File: src/hw/rtl/assert_macros.svh
// Assertion macros shared by the allocator RTL.
// Depends on a clock named clk and an active-low reset named rst_n in the using module.
`ifndef ASSERT_MACROS_SVH
`define ASSERT_MACROS_SVH

`ifndef NO_ASSERTIONS

`define AST_CHECK(lbl, prop, msg) \
  lbl: assert property (@(posedge clk) disable iff (!rst_n) (prop)) else $error(msg);

`define AST_NEVER(lbl, cond, msg) \
  lbl: assert property (@(posedge clk) disable iff (!rst_n) !(cond)) else $error(msg);

`else

`define AST_CHECK(lbl, prop, msg)

`define AST_NEVER(lbl, cond, msg)

`endif

`endif

File: src/hw/rtl/fbpa_pkg.sv
// Types, constants and codes for the fixed block pool allocator.
// No dependencies; used by the top level.
`timescale 1ns / 1ps

package fbpa_pkg;

  localparam int MAX_BLOCKS  = 64;
  localparam int INDEX_REACH = 64;
  localparam int POOL_LIMIT  = (MAX_BLOCKS < INDEX_REACH) ? MAX_BLOCKS : INDEX_REACH;
  localparam int STK_AW      = $clog2(POOL_LIMIT);
  localparam int IDX_W       = 6;
  localparam int CNT_W       = 7;
  localparam int BC_W        = 7;
  localparam int CFG_AW      = 3;

  localparam logic [BC_W-1:0]   BLOCK_COUNT_RST      = 7'd64;
  localparam logic [CFG_AW-1:0] CFG_ADDR_BLOCK_COUNT = 3'd0;

  typedef enum logic {
    OP_ALLOC = 1'b0,
    OP_FREE  = 1'b1
  } opcode_t;

  typedef enum logic [1:0] {
    ST_OK      = 2'd0,
    ST_FULL    = 2'd1,
    ST_INVALID = 2'd2,
    ST_DOUBLE  = 2'd3
  } status_t;

  typedef enum logic [1:0] {
    S_IDLE,
    S_LOOK,
    S_CHECK
  } state_t;

  typedef struct packed {
    opcode_t          opcode;
    logic [IDX_W-1:0] block_index;
  } in_item_t;

  typedef struct packed {
    status_t          status;
    logic [IDX_W-1:0] granted_index;
  } out_item_t;

endpackage

File: src/hw/rtl/fbpa_ram.sv
// Generic simple dual-port RAM with one write port and one registered read port.
// No dependencies; instanced by the allocator top level.
`timescale 1ns / 1ps

module fbpa_ram #(
  parameter int WIDTH = 8,
  parameter int DEPTH = 64
) (
  input  logic                     clk,
  input  logic                     we,
  input  logic [$clog2(DEPTH)-1:0] waddr,
  input  logic [WIDTH-1:0]         wdata,
  input  logic                     re,
  input  logic [$clog2(DEPTH)-1:0] raddr,
  output logic [WIDTH-1:0]         rdata
);

  logic [WIDTH-1:0] mem [DEPTH];

  always_ff @(posedge clk) begin
    if (we) begin
      mem[waddr] <= wdata;
    end
    if (re) begin
      rdata <= mem[raddr];
    end
  end

endmodule

File: src/hw/rtl/fixed_block_pool_allocator_unit.sv
// Top level of the fixed block pool allocator: control, registers and APB port.
// Depends on fbpa_pkg, fbpa_ram and assert_macros.svh.
//
// Usage: the in_ channel carries one request item (allocate, or free a block index)
// and the out_ channel returns exactly one result item per request, in order.
// Both channels use valid/ready. block_count is written over the APB-style port at
// byte address 0 and read back there; pready is always high.
// An item is accepted only while the control is idle. On acceptance the freed-stack
// RAM and the position RAM are read; their registered data is used in the next cycle.
// An allocate, or a free that fails the high-water check, finishes in S_LOOK once
// the out_ slot is free: its result is registered and the control returns to idle.
// A free that passes the high-water check reads the stack entry at its recorded
// position for the membership check in S_CHECK, which then finishes the same way.
// The result register parts the two sides: a new item is accepted while an earlier
// result still waits, and only the commit of the following result waits for the
// out_ slot, with all state changes held until it commits.
// Reset clears the high-water mark, the stack depth and the position valid bits,
// and sets block_count to 64; no clearing pass is needed.
`timescale 1ns / 1ps

`include "assert_macros.svh"

module fixed_block_pool_allocator_unit (
  input  logic                          clk,
  input  logic                          rst_n,
  input  logic                          in_valid,
  output logic                          in_ready,
  input  fbpa_pkg::in_item_t            in_data,
  output logic                          out_valid,
  input  logic                          out_ready,
  output fbpa_pkg::out_item_t           out_data,
  input  logic                          psel,
  input  logic                          penable,
  input  logic                          pwrite,
  input  logic [fbpa_pkg::CFG_AW-1:0]   paddr,
  input  logic [31:0]                   pwdata,
  output logic [31:0]                   prdata,
  output logic                          pready
);

  fbpa_pkg::state_t                  state_r, state_nxt;
  fbpa_pkg::opcode_t                 op_r;
  logic [fbpa_pkg::IDX_W-1:0]        idx_r;
  logic [fbpa_pkg::BC_W-1:0]         block_count_r;
  logic [fbpa_pkg::CNT_W-1:0]        high_water_r, high_water_nxt;
  logic [fbpa_pkg::CNT_W-1:0]        free_depth_r, free_depth_nxt;
  logic [fbpa_pkg::INDEX_REACH-1:0]  pos_vld_r;
  logic                              out_valid_r, out_valid_nxt;
  fbpa_pkg::out_item_t               out_data_r, out_data_nxt;

  logic                              stk_we, stk_re;
  logic [fbpa_pkg::STK_AW-1:0]       stk_waddr, stk_raddr;
  logic [fbpa_pkg::IDX_W-1:0]        stk_wdata, stk_rdata;
  logic                              pos_we, pos_re;
  logic [fbpa_pkg::IDX_W-1:0]        pos_waddr, pos_raddr;
  logic [fbpa_pkg::STK_AW-1:0]       pos_wdata, pos_rdata;
  logic                              vld_set;

  logic                              accept, slot_free, hit, cfg_wr;
  logic [fbpa_pkg::CNT_W-1:0]        pool_size, idx_ext, pos_ext, depth_m1, hw_m1;
  fbpa_pkg::out_item_t               res;
  logic                              grant_leak;

  fbpa_ram #(
    .WIDTH (fbpa_pkg::IDX_W),
    .DEPTH (fbpa_pkg::POOL_LIMIT)
  ) u_stack_ram (
    .clk   (clk),
    .we    (stk_we),
    .waddr (stk_waddr),
    .wdata (stk_wdata),
    .re    (stk_re),
    .raddr (stk_raddr),
    .rdata (stk_rdata)
  );

  fbpa_ram #(
    .WIDTH (fbpa_pkg::STK_AW),
    .DEPTH (fbpa_pkg::INDEX_REACH)
  ) u_pos_ram (
    .clk   (clk),
    .we    (pos_we),
    .waddr (pos_waddr),
    .wdata (pos_wdata),
    .re    (pos_re),
    .raddr (pos_raddr),
    .rdata (pos_rdata)
  );

  assign in_ready  = (state_r == fbpa_pkg::S_IDLE);
  assign accept    = in_valid && in_ready;
  assign out_valid = out_valid_r;
  assign out_data  = out_data_r;
  assign slot_free = !out_valid_r || out_ready;

  assign pool_size = (block_count_r > fbpa_pkg::CNT_W'(fbpa_pkg::POOL_LIMIT)) ?
                     fbpa_pkg::CNT_W'(fbpa_pkg::POOL_LIMIT) : block_count_r;
  assign idx_ext   = fbpa_pkg::CNT_W'(idx_r);
  assign pos_ext   = fbpa_pkg::CNT_W'(pos_rdata);
  assign depth_m1  = free_depth_r - 1'b1;
  assign hw_m1     = high_water_r - 1'b1;
  assign hit       = pos_vld_r[idx_r] && (pos_ext < free_depth_r) && (stk_rdata == idx_r);

  assign grant_leak = out_valid_r && (out_data_r.status != fbpa_pkg::ST_OK) &&
                      (out_data_r.granted_index != '0);

  assign pready = 1'b1;
  assign cfg_wr = psel && penable && pwrite && pready &&
                  (paddr == fbpa_pkg::CFG_ADDR_BLOCK_COUNT);
  assign prdata = (paddr == fbpa_pkg::CFG_ADDR_BLOCK_COUNT) ?
                  {{(32 - fbpa_pkg::BC_W){1'b0}}, block_count_r} : 32'd0;

  always_comb begin
    state_nxt      = state_r;
    high_water_nxt = high_water_r;
    free_depth_nxt = free_depth_r;
    out_valid_nxt  = out_valid_r && !out_ready;
    out_data_nxt   = out_data_r;
    stk_re         = 1'b0;
    stk_raddr      = depth_m1[fbpa_pkg::STK_AW-1:0];
    stk_we         = 1'b0;
    stk_waddr      = free_depth_r[fbpa_pkg::STK_AW-1:0];
    stk_wdata      = idx_r;
    pos_re         = 1'b0;
    pos_raddr      = in_data.block_index;
    pos_we         = 1'b0;
    pos_waddr      = idx_r;
    pos_wdata      = free_depth_r[fbpa_pkg::STK_AW-1:0];
    vld_set        = 1'b0;
    res.status        = fbpa_pkg::ST_OK;
    res.granted_index = '0;
    unique case (state_r)
      fbpa_pkg::S_IDLE: begin
        if (in_valid) begin
          stk_re    = 1'b1;
          pos_re    = 1'b1;
          state_nxt = fbpa_pkg::S_LOOK;
        end
      end
      fbpa_pkg::S_LOOK: begin
        if (op_r == fbpa_pkg::OP_ALLOC) begin
          if (free_depth_r != '0) begin
            res.granted_index = stk_rdata;
          end else if (high_water_r < pool_size) begin
            res.granted_index = high_water_r[fbpa_pkg::IDX_W-1:0];
          end else begin
            res.status = fbpa_pkg::ST_FULL;
          end
          if (slot_free) begin
            if (free_depth_r != '0) begin
              free_depth_nxt = depth_m1;
            end else if (high_water_r < pool_size) begin
              high_water_nxt = high_water_r + 1'b1;
            end
            out_valid_nxt = 1'b1;
            out_data_nxt  = res;
            state_nxt     = fbpa_pkg::S_IDLE;
          end
        end else if ((high_water_r == '0) || (idx_ext >= high_water_r)) begin
          res.status = fbpa_pkg::ST_INVALID;
          if (slot_free) begin
            out_valid_nxt = 1'b1;
            out_data_nxt  = res;
            state_nxt     = fbpa_pkg::S_IDLE;
          end
        end else begin
          stk_re    = 1'b1;
          stk_raddr = pos_rdata;
          state_nxt = fbpa_pkg::S_CHECK;
        end
      end
      fbpa_pkg::S_CHECK: begin
        if (hit) begin
          res.status = fbpa_pkg::ST_DOUBLE;
        end
        if (slot_free) begin
          if (!hit) begin
            if (idx_ext == hw_m1) begin
              high_water_nxt = hw_m1;
            end else if (free_depth_r < fbpa_pkg::CNT_W'(fbpa_pkg::POOL_LIMIT)) begin
              stk_we         = 1'b1;
              pos_we         = 1'b1;
              vld_set        = 1'b1;
              free_depth_nxt = free_depth_r + 1'b1;
            end
          end
          out_valid_nxt = 1'b1;
          out_data_nxt  = res;
          state_nxt     = fbpa_pkg::S_IDLE;
        end
      end
      default: begin
        state_nxt = fbpa_pkg::S_IDLE;
      end
    endcase
  end

  always_ff @(posedge clk) begin
    if (!rst_n) begin
      state_r       <= fbpa_pkg::S_IDLE;
      high_water_r  <= '0;
      free_depth_r  <= '0;
      pos_vld_r     <= '0;
      out_valid_r   <= 1'b0;
      block_count_r <= fbpa_pkg::BLOCK_COUNT_RST;
    end else begin
      state_r      <= state_nxt;
      high_water_r <= high_water_nxt;
      free_depth_r <= free_depth_nxt;
      out_valid_r  <= out_valid_nxt;
      if (vld_set) begin
        pos_vld_r[idx_r] <= 1'b1;
      end
      if (cfg_wr) begin
        block_count_r <= pwdata[fbpa_pkg::BC_W-1:0];
      end
    end
  end

  always_ff @(posedge clk) begin
    out_data_r <= out_data_nxt;
    if (accept) begin
      op_r  <= in_data.opcode;
      idx_r <= in_data.block_index;
    end
  end

  `AST_CHECK(a_depth_le_hw, free_depth_r <= high_water_r, "Stack deeper than high-water mark.")
  `AST_CHECK(a_hw_le_limit, high_water_r <= 7'd64, "High-water mark beyond pool reach.")
  `AST_CHECK(a_one_item, (in_valid && in_ready) |=> !in_ready, "Second item taken while busy.")
  `AST_NEVER(a_grant_ok, grant_leak, "Nonzero grant on a failed request.")

endmodule

File: config.mk
export PLATFORM = sky130hd
export DESIGN_NAME = fixed_block_pool_allocator_unit
export DESIGN_NICKNAME = d
export VERILOG_FILES = /design/src/hw/rtl/fbpa_pkg.sv /design/src/hw/rtl/fbpa_ram.sv /design/src/hw/rtl/fixed_block_pool_allocator_unit.sv
export VERILOG_INCLUDE_DIRS = /design/src /design/src/hw/rtl
export SDC_FILE = /design/constraint.sdc
export NUM_CORES = 1
export LEC_CHECK = 0
export BUFFER_PORTS_ARGS = -buffer_cell sky130_fd_sc_hd__buf_2
export CAP_MARGIN = 15
export CORE_ASPECT_RATIO = 2
export CORE_MARGIN = 5
export CORE_UTILIZATION = 45
export CTS_CLUSTER_DIAMETER = 60
export DETAILED_ROUTE_END_ITERATION = 7
export PLACE_DENSITY_LB_ADDON = 0.05
export SLEW_MARGIN = 20
export SYNTH_ARGS = -nofsm -noshare
export SYNTH_HDL_FRONTEND = slang
export SYNTH_SLANG_ARGS = --single-unit
File: constraint.sdc
create_clock -name clk -period 5.7 [get_ports clk]
set_input_delay 0.57 -clock clk [delete_from_list [all_inputs] [get_ports clk]]
set_output_delay 0.57 -clock clk [all_outputs]
set_load 0.05 [all_outputs]
==> flow_summary_export.csv, run 1 <==
group,metric,value,unit
status,status,"finished clean",
detailed_routing,drt_iter0_markers,1459,
logic_synthesis,syn_avg_cell_area,15.7,um2
sta,tightest_slew,1.09,ns
die,io_pins,92,
logic_synthesis,synth-seq-cells,883,
die,die-width,212,um
clocking,tritoncts,"done",
detailed_routing,via_per_inst,5.90,
clocking,cts_buffer_depth,3,
sta,skew,0.0259,ns
sta,setup_viol,0,
power,p_leak,0.0130,uW
global_route,grt_max_degree,78,
logic_synthesis,syn_area,36700,um2
clocking,insertion_delay,0.66,ns
detailed_routing,dr_total_vias,20800,
detailed_routing,wirelength,100,mm
clocking,numCtsBuffers,78,
cells_and_area,drive_above_1_share,0.196,
clocking,cts.repair.resized,0,
sta,slew_violations,0,
power,power.density,327,nW/um2
power,ir_worst_vdd,0.000273,V
detailed_routing,drc,0,
sta,whs,0.105,ns
clocking,cts-hold-fix-buffers,0,
die,die_y,414,um
setup_path,cp_data_arrival_time,5.64,ns
logic_synthesis,syn_inst,2336,
logic_synthesis,seq_area_frac_synth,0.698,
die,fp-row-count,148,
sta,slew-limit-headroom,0.273,
logic_synthesis,yosysUniqueCellTypes,77,
setup_path,crit_path_start_kind,"flip-flop",
clocking,clockRootBuffer,"clkbuf_16",
global_route,grt_pass1_vias,21800,
detailed_routing,routedWlPerCell,28.5,um
cells_and_area,fillers,6874,
clocking,cts_max_level,3,
detailed_routing,antenna_left,0,
die,dieArea,87700,um2
clocking,path_clk_slew,0.07,ns
placement,gp_congestion,0.905,
setup_path,worstPathRequired,6.11,ns
detailed_routing,detail_route.first_pass.iterations,5,
die,initial_core_util,0.453,
global_route,antenna_found_initial,3,
setup_path,endpoint_kind,"flip-flop",
sta,hold_viol_final,0,
logic_synthesis,synth_edf_count,795,
clocking,cts_setup_buffers,0,
logic_synthesis,ys.flop_type,"edfxtp_1",
sta,tns,0,ns
sta,clock.fmax,191,MHz
logic_synthesis,async_flop_share,0,
global_route,grt.overflow.total,0,
hold_path,hold_class,"in -> reg",
cells_and_area,area_delta_synth_final,11.8,%
global_route,gr-usage-all-layers,0.230,
setup_path,crit_type,"reg -> reg",
run,max-cap-violations,0,
sta,period_share,0.917,
clocking,clock-sinks,883,
setup_path,crit_fanout,31,
logic_synthesis,yosysWarnings,0,
cells_and_area,layout_common_cells,"edfxtp_1 (795), nand2_1 (177), mux4_2 (155)",
placement,io_buffers,40,
global_route,grt_pass1_wl,147,mm
cells_and_area,layout_commonest_cell,"edfxtp_1",
power,power.total,13400,uW
die,coreArea,81100,um2
cells_and_area,nets,2483,
sta,final.min_clock_period,5.23,ns
placement,detailed_place_hpwl,68.6,mm
sta,grt_setup_unrepaired,"no",
registers in the layout, summed over array words and instances (netlist names), 7 cells and up:
signal,flops
block_count_r,7
free_depth_r,7
high_water_r,7
out_data,8
pos_vld_r,64
u_pos_ram.mem,384
u_stack_ram.mem,384
final timing paths:
path,startpoint,endpoint,slack (ns),cells past startpoint
max,idx_r[0]$_DFFE_PP_,u_stack_ram.rdata[4]$_DFFE_PP_,0.47,14
max reg2reg,idx_r[0]$_DFFE_PP_,u_stack_ram.rdata[4]$_DFFE_PP_,0.47,14
min,in_data[6],op_r$_DFFE_PP_,0.10,1
min reg2reg,pos_vld_r[12]$_SDFFE_PN0P_,pos_vld_r[12]$_SDFFE_PN0P_,0.45,2
where the power goes:
part	switching [uW]	internal [uW]	total [uW]
Clock	2410	3100	5510
Combinational	572	262	833
Sequential	43.2	7050	7100
metrics by stage:
stage | util | instances | cell area (um2) | setup slack [ns]
2_1_floorplan | - | 2360 | 36800 | 1.03
3_3_place_gp | 0.473 | 3378 | 38400 | 0.490
3_5_place_dp | 0.473 | 3378 | 38400 | 0.448
4_1_cts | 0.506 | 3523 | 41100 | 0.445
5_1_grt | 0.506 | 3523 | 41100 | 0.320
6_report | 0.506 | 3525 | 41100 | 0.472
synthesized netlist by cell type, types with 8 or more instances:
master / count / area, um2
a2111oi_0: 19 / 166
a211o_1: 8 / 70.1
a211oi_1: 13 / 97.6
a21o_1: 8 / 60.1
a21oi_1: 72 / 360
a22o_1: 18 / 158
a31oi_1: 22 / 138
a32o_1: 19 / 190
and2_1: 10 / 62.6
and3_1: 20 / 125
buf_1: 20 / 75.1
buf_2: 21 / 105
buf_4: 37 / 278
buf_6: 8 / 90.1
clkbuf_1: 95 / 357
dfxtp_1: 88 / 1760
edfxtp_1: 795 / 23900
ha_1: 26 / 325
inv_1: 25 / 93.8
mux2i_1: 45 / 450
mux4_2: 155 / 3490
nand2_1: 178 / 668
nand3_1: 154 / 771
nor2_1: 107 / 402
nor2b_1: 8 / 50.1
nor3_1: 45 / 225
nor4_1: 24 / 150
o21a_1: 12 / 90.1
o21ai_0: 96 / 480
o21ai_1: 11 / 55.1
o21ai_2: 16 / 140
o22ai_1: 8 / 50.1
o31ai_1: 24 / 180
or3_1: 15 / 93.8
xnor2_1: 20 / 175
cell type report:
class,instances,area (um2),share of cell area
antenna,2,5.00,0.000122
inverter,31,116,0.00283
clock inverter,46,479,0.0117
timing repair buffer,149,1100,0.0268
sequential,883,25600,0.625
clock buffer,99,2180,0.0530
multi-input combinational,1265,10200,0.249
tap,1050,1310,0.0320
worst max-delay path: stages, from the launching register on:
cell and delay, ns:
edfxtp_1 0.75, inv_2 0.30, ha_1 0.40, nand2b_1 0.15, a31oi_1 0.24, o211a_2 0.36
nand2_1 0.14, buf_4 0.23, a21oi_4 0.14, buf_4 0.47, mux4_2 0.46, a2111oi_0 0.90
buf_4 0.23, o31ai_1 0.08, o2111a_1 0.13
cells by family (layout without fill, tap and decap cells):
family                   after synthesis  count (layout)  share of synthesized area
flip-flops                           883             883                      0.698
AND/OR/NAND/NOR                      597             597                     0.0784
AO/OA/AOI/OAI                        389             389                     0.0722
buffers and inverters                212             325                     0.0278
multiplexers                         201             201                      0.108
adder cells (fa/ha/maj)               26              26                    0.00886
XOR/XNOR                              26              26                    0.00658
other                                  2              28                   0.000205
layer usage:
layer,vias up,wire length [um],GRT usage
li1,9325,-,-
met1,10700,34100,0.242
met4,2,5540,0.117
met5,-,19,0
met2,561,57100,0.441
met3,185,3740,0.0293
No activity file was read; power rests on OpenSTA's default activity.
==> run 2: changes to the inputs <==
ABC_AREA = 1   (was not set)
==> flow_summary_export.csv, run 2 <==
group,metric,value,unit
status,status,"finished clean",
cells_and_area,area_delta_synth_final,10.2,%
power,seqPwrFrac,0.454,
die,dieArea,92600,um2
detailed_routing,routedWlPerCell,21.7,um
setup_path,worstPathRequired,6.00,ns
die,die-width,218,um
cells_and_area,top_regs,"u_pos_ram.mem: 384 flops, u_stack_ram.mem: 384 flops, pos_vld_r: 64 flops",
cells_and_area,nets,3844,
sta,skew,0.0262,ns
logic_synthesis,synth.top_cell.area_share,0.615,
die,fp-row-count,152,
sta,tightest_slew,1.14,ns
clocking,cts-hold-fix-buffers,0,
clocking,numCtsBuffers,79,
power,ir_worst_vdd,0.000277,V
cells_and_area,layout_commonest_cell,"edfxtp_1",
clocking,cts.repair.resized,0,
setup_path,cp_data_arrival_time,4.76,ns
detailed_routing,drc,0,
sta,slew_violations,0,
detailed_routing,via_per_inst,5.37,
sta,setup_viol,0,
hold_path,hold_class,"in -> reg",
placement,io_buffers,40,
clocking,clock-sinks,883,
logic_synthesis,synth-seq-cells,883,
global_route,antenna_found_initial,3,
logic_synthesis,seq_area_frac_synth,0.661,
sta,final.min_clock_period,4.46,ns
die,die_y,425,um
sta,fin_ws,1.24,ns
power,p_sw,4920,uW
die,initial_core_util,0.452,
power,p_int,11300,uW
cells_and_area,layout_common_cells,"edfxtp_1 (795), nand2_1 (615), inv_1 (496)",
setup_path,crit_path_start_kind,"flip-flop",
cells_and_area,drive_above_1_share,0.0694,
logic_synthesis,yosysWarnings,0,
hold_path,min-delay-start,"pwdata[6]",
setup_path,r2r-start,"idx_r[1]$_DFFE_PP_",
setup_path,critical-path-top-delay-family,"simple AND/OR/NAND/NOR gates",
clocking,insertion_delay,0.67,ns
hold_path,hold_depth,3,
setup_path,endpoint_kind,"flip-flop",
setup_path,cp.depth,16,
logic_synthesis,yosys-top-cells-area,"edfxtp_1 (62%), nand2_1 (5.9%), nand3_1 (5.2%)",
setup_path,crit_fanout,28,
die,coreArea,85800,um2
sta,grt_setup_unrepaired,"no",
logic_synthesis,synth_edf_count,795,
setup_path,slowest_stage,"nor2_1",
setup_path,crit_start,"idx_r[1]$_DFFE_PP_",
power,combPwrFrac,0.201,
global_route,grt_pass1_wl,161,mm
logic_synthesis,yosysMostFrequentCell,"edfxtp_1",
global_route,grt.overflow.total,0,
logic_synthesis,syn_inst,3787,
logic_synthesis,async_flop_share,0,
sta,slew-limit-headroom,0.236,
cells_and_area,final_cell_count_no_fill,4989,
power,power_frac_clock,0.345,
detailed_routing,antenna_left,0,
detailed_routing,detail_route.first_pass.iterations,8,
logic_synthesis,yosysTopAreaCell,"edfxtp_1",
logic_synthesis,synth_commonest_cells,"edfxtp_1 (795), nand2_1 (615), inv_1 (499), nor2_1 (456), nand3_1 (404)",
run,max-cap-violations,0,
placement,pre_cts_ws,1.22,ns
logic_synthesis,yosysUniqueCellTypes,45,
placement,detailed_place_hpwl,71.3,mm
global_route,grt_max_degree,97,
global_route,gr-usage-all-layers,0.231,
detailed_routing,dr_total_vias,26800,
logic_synthesis,syn_area,38800,um2
clocking,path_clk_slew,0.07,ns
sta,clock.fmax,224,MHz
clocking,cts_setup_buffers,0,
die,io_pins,92,
clocking,clockRootBuffer,"clkbuf_16",
setup_path,cpMostUsedCell,"nand2_1",
clocking,tritoncts,"done",
setup_path,path_cells,"buf_4 -> inv_2 -> nand3_1 -> buf_4 -> o22ai_1 -> nor2_1 -> nand2_1 -> nand2_1 -> nand2_1 -> nor2_1 -> nand2_1 -> nand2_1 -> nand2_2 -> inv_2 -> nand3_1 -> nor2_1",
clocking,cts_max_level,3,
power,p_leak,0.0161,uW
detailed_routing,wirelength,108,mm
setup_path,crit_type,"reg -> reg",
logic_synthesis,syn_avg_cell_area,10.2,um2
setup_path,path_buf_inv,4,
clocking,cts_buffer_depth,3,
setup_path,max_stage_delay,0.59,ns
global_route,grt_pass1_vias,26700,
sta,period_share,0.783,
setup_path,reg2regPathDepth,16,
placement,dp_cells,4843,
detailed_routing,drt_iter0_markers,1865,
sta,tns,0,ns
placement,gp_congestion,0.924,
logic_synthesis,ys.flop_type,"edfxtp_1",
sta,hold_viol_final,0,
power,p_sw_frac,0.303,
power,power.density,380,nW/um2
run 2: tightest hold or removal path: stages:
cell     delay, ns
buf_2         0.07
a21oi_1       0.05
o21ai_0       0.06
run 2: power by group through the flow:
stage,Clock (uW),Combinational (uW),Sequential (uW)
6_report,5610,3270,7380
5_1_grt,5960,3530,7380
4_1_cts,5730,3290,7380
3_5_place_dp,0,3280,7520
3_3_place_gp,0,3230,7520
2_1_floorplan,0,1930,7620
run 2: path summary, 6_finish.rpt:
path | endpoint | slack, ns
worst max-delay path | u_stack_ram.mem[37][3]$_DFFE_PP_ | 1.24
worst min-delay path | block_count_r[6]$_SDFFE_PN1P_ | 0.13
worst max register to register | u_stack_ram.mem[37][3]$_DFFE_PP_ | 1.24
worst min register to register | pos_vld_r[53]$_SDFFE_PN0P_ | 0.46
run 2: through the flow:
stage / util / total power, uW / cell area (um2) / hold WS [ns]
floorplan: - / 9550 / 38900 / 0.436
global placement: 0.467 / 10800 / 40000 / 0.444
detailed placement: 0.467 / 10800 / 40000 / 0.452
CTS: 0.498 / 16400 / 42700 / 0.0848
global route: 0.498 / 16900 / 42700 / 0.136
finish: 0.498 / 16300 / 42700 / 0.133
run 2: cells by family (layout without fill, tap and decap cells):
logic type	Yosys count	after routing	synth area share
flip-flops	883	883	0.661
AO/OA/AOI/OAI	562	562	0.0798
XOR/XNOR	18	18	0.00406
buffers and inverters	745	767	0.0780
AND/OR/NAND/NOR	1551	1551	0.169
other	2	27	0.000194
adder cells (fa/ha/maj)	26	26	0.00838
run 2: cell type report:
class | instances | area (um2)
Antenna cell | 1 | 2.50
Clock buffer | 99 | 2150
Clock inverter | 46 | 552
Fill cell | 7777 | 43000
Inverter | 513 | 1930
Multi-Input combinational cell | 2183 | 10300
Sequential cell | 883 | 25600
Tap cell | 1155 | 1450
Timing Repair Buffer | 109 | 771
run 2: layer usage:
layer	share of wire	up-vias	GRT usage
met3	0.037	230	0.0238
li1	-	12700	-
met1	0.35	13100	0.242
met5	0.00012	-	0
met4	0.050	2	0.109
met2	0.56	712	0.452
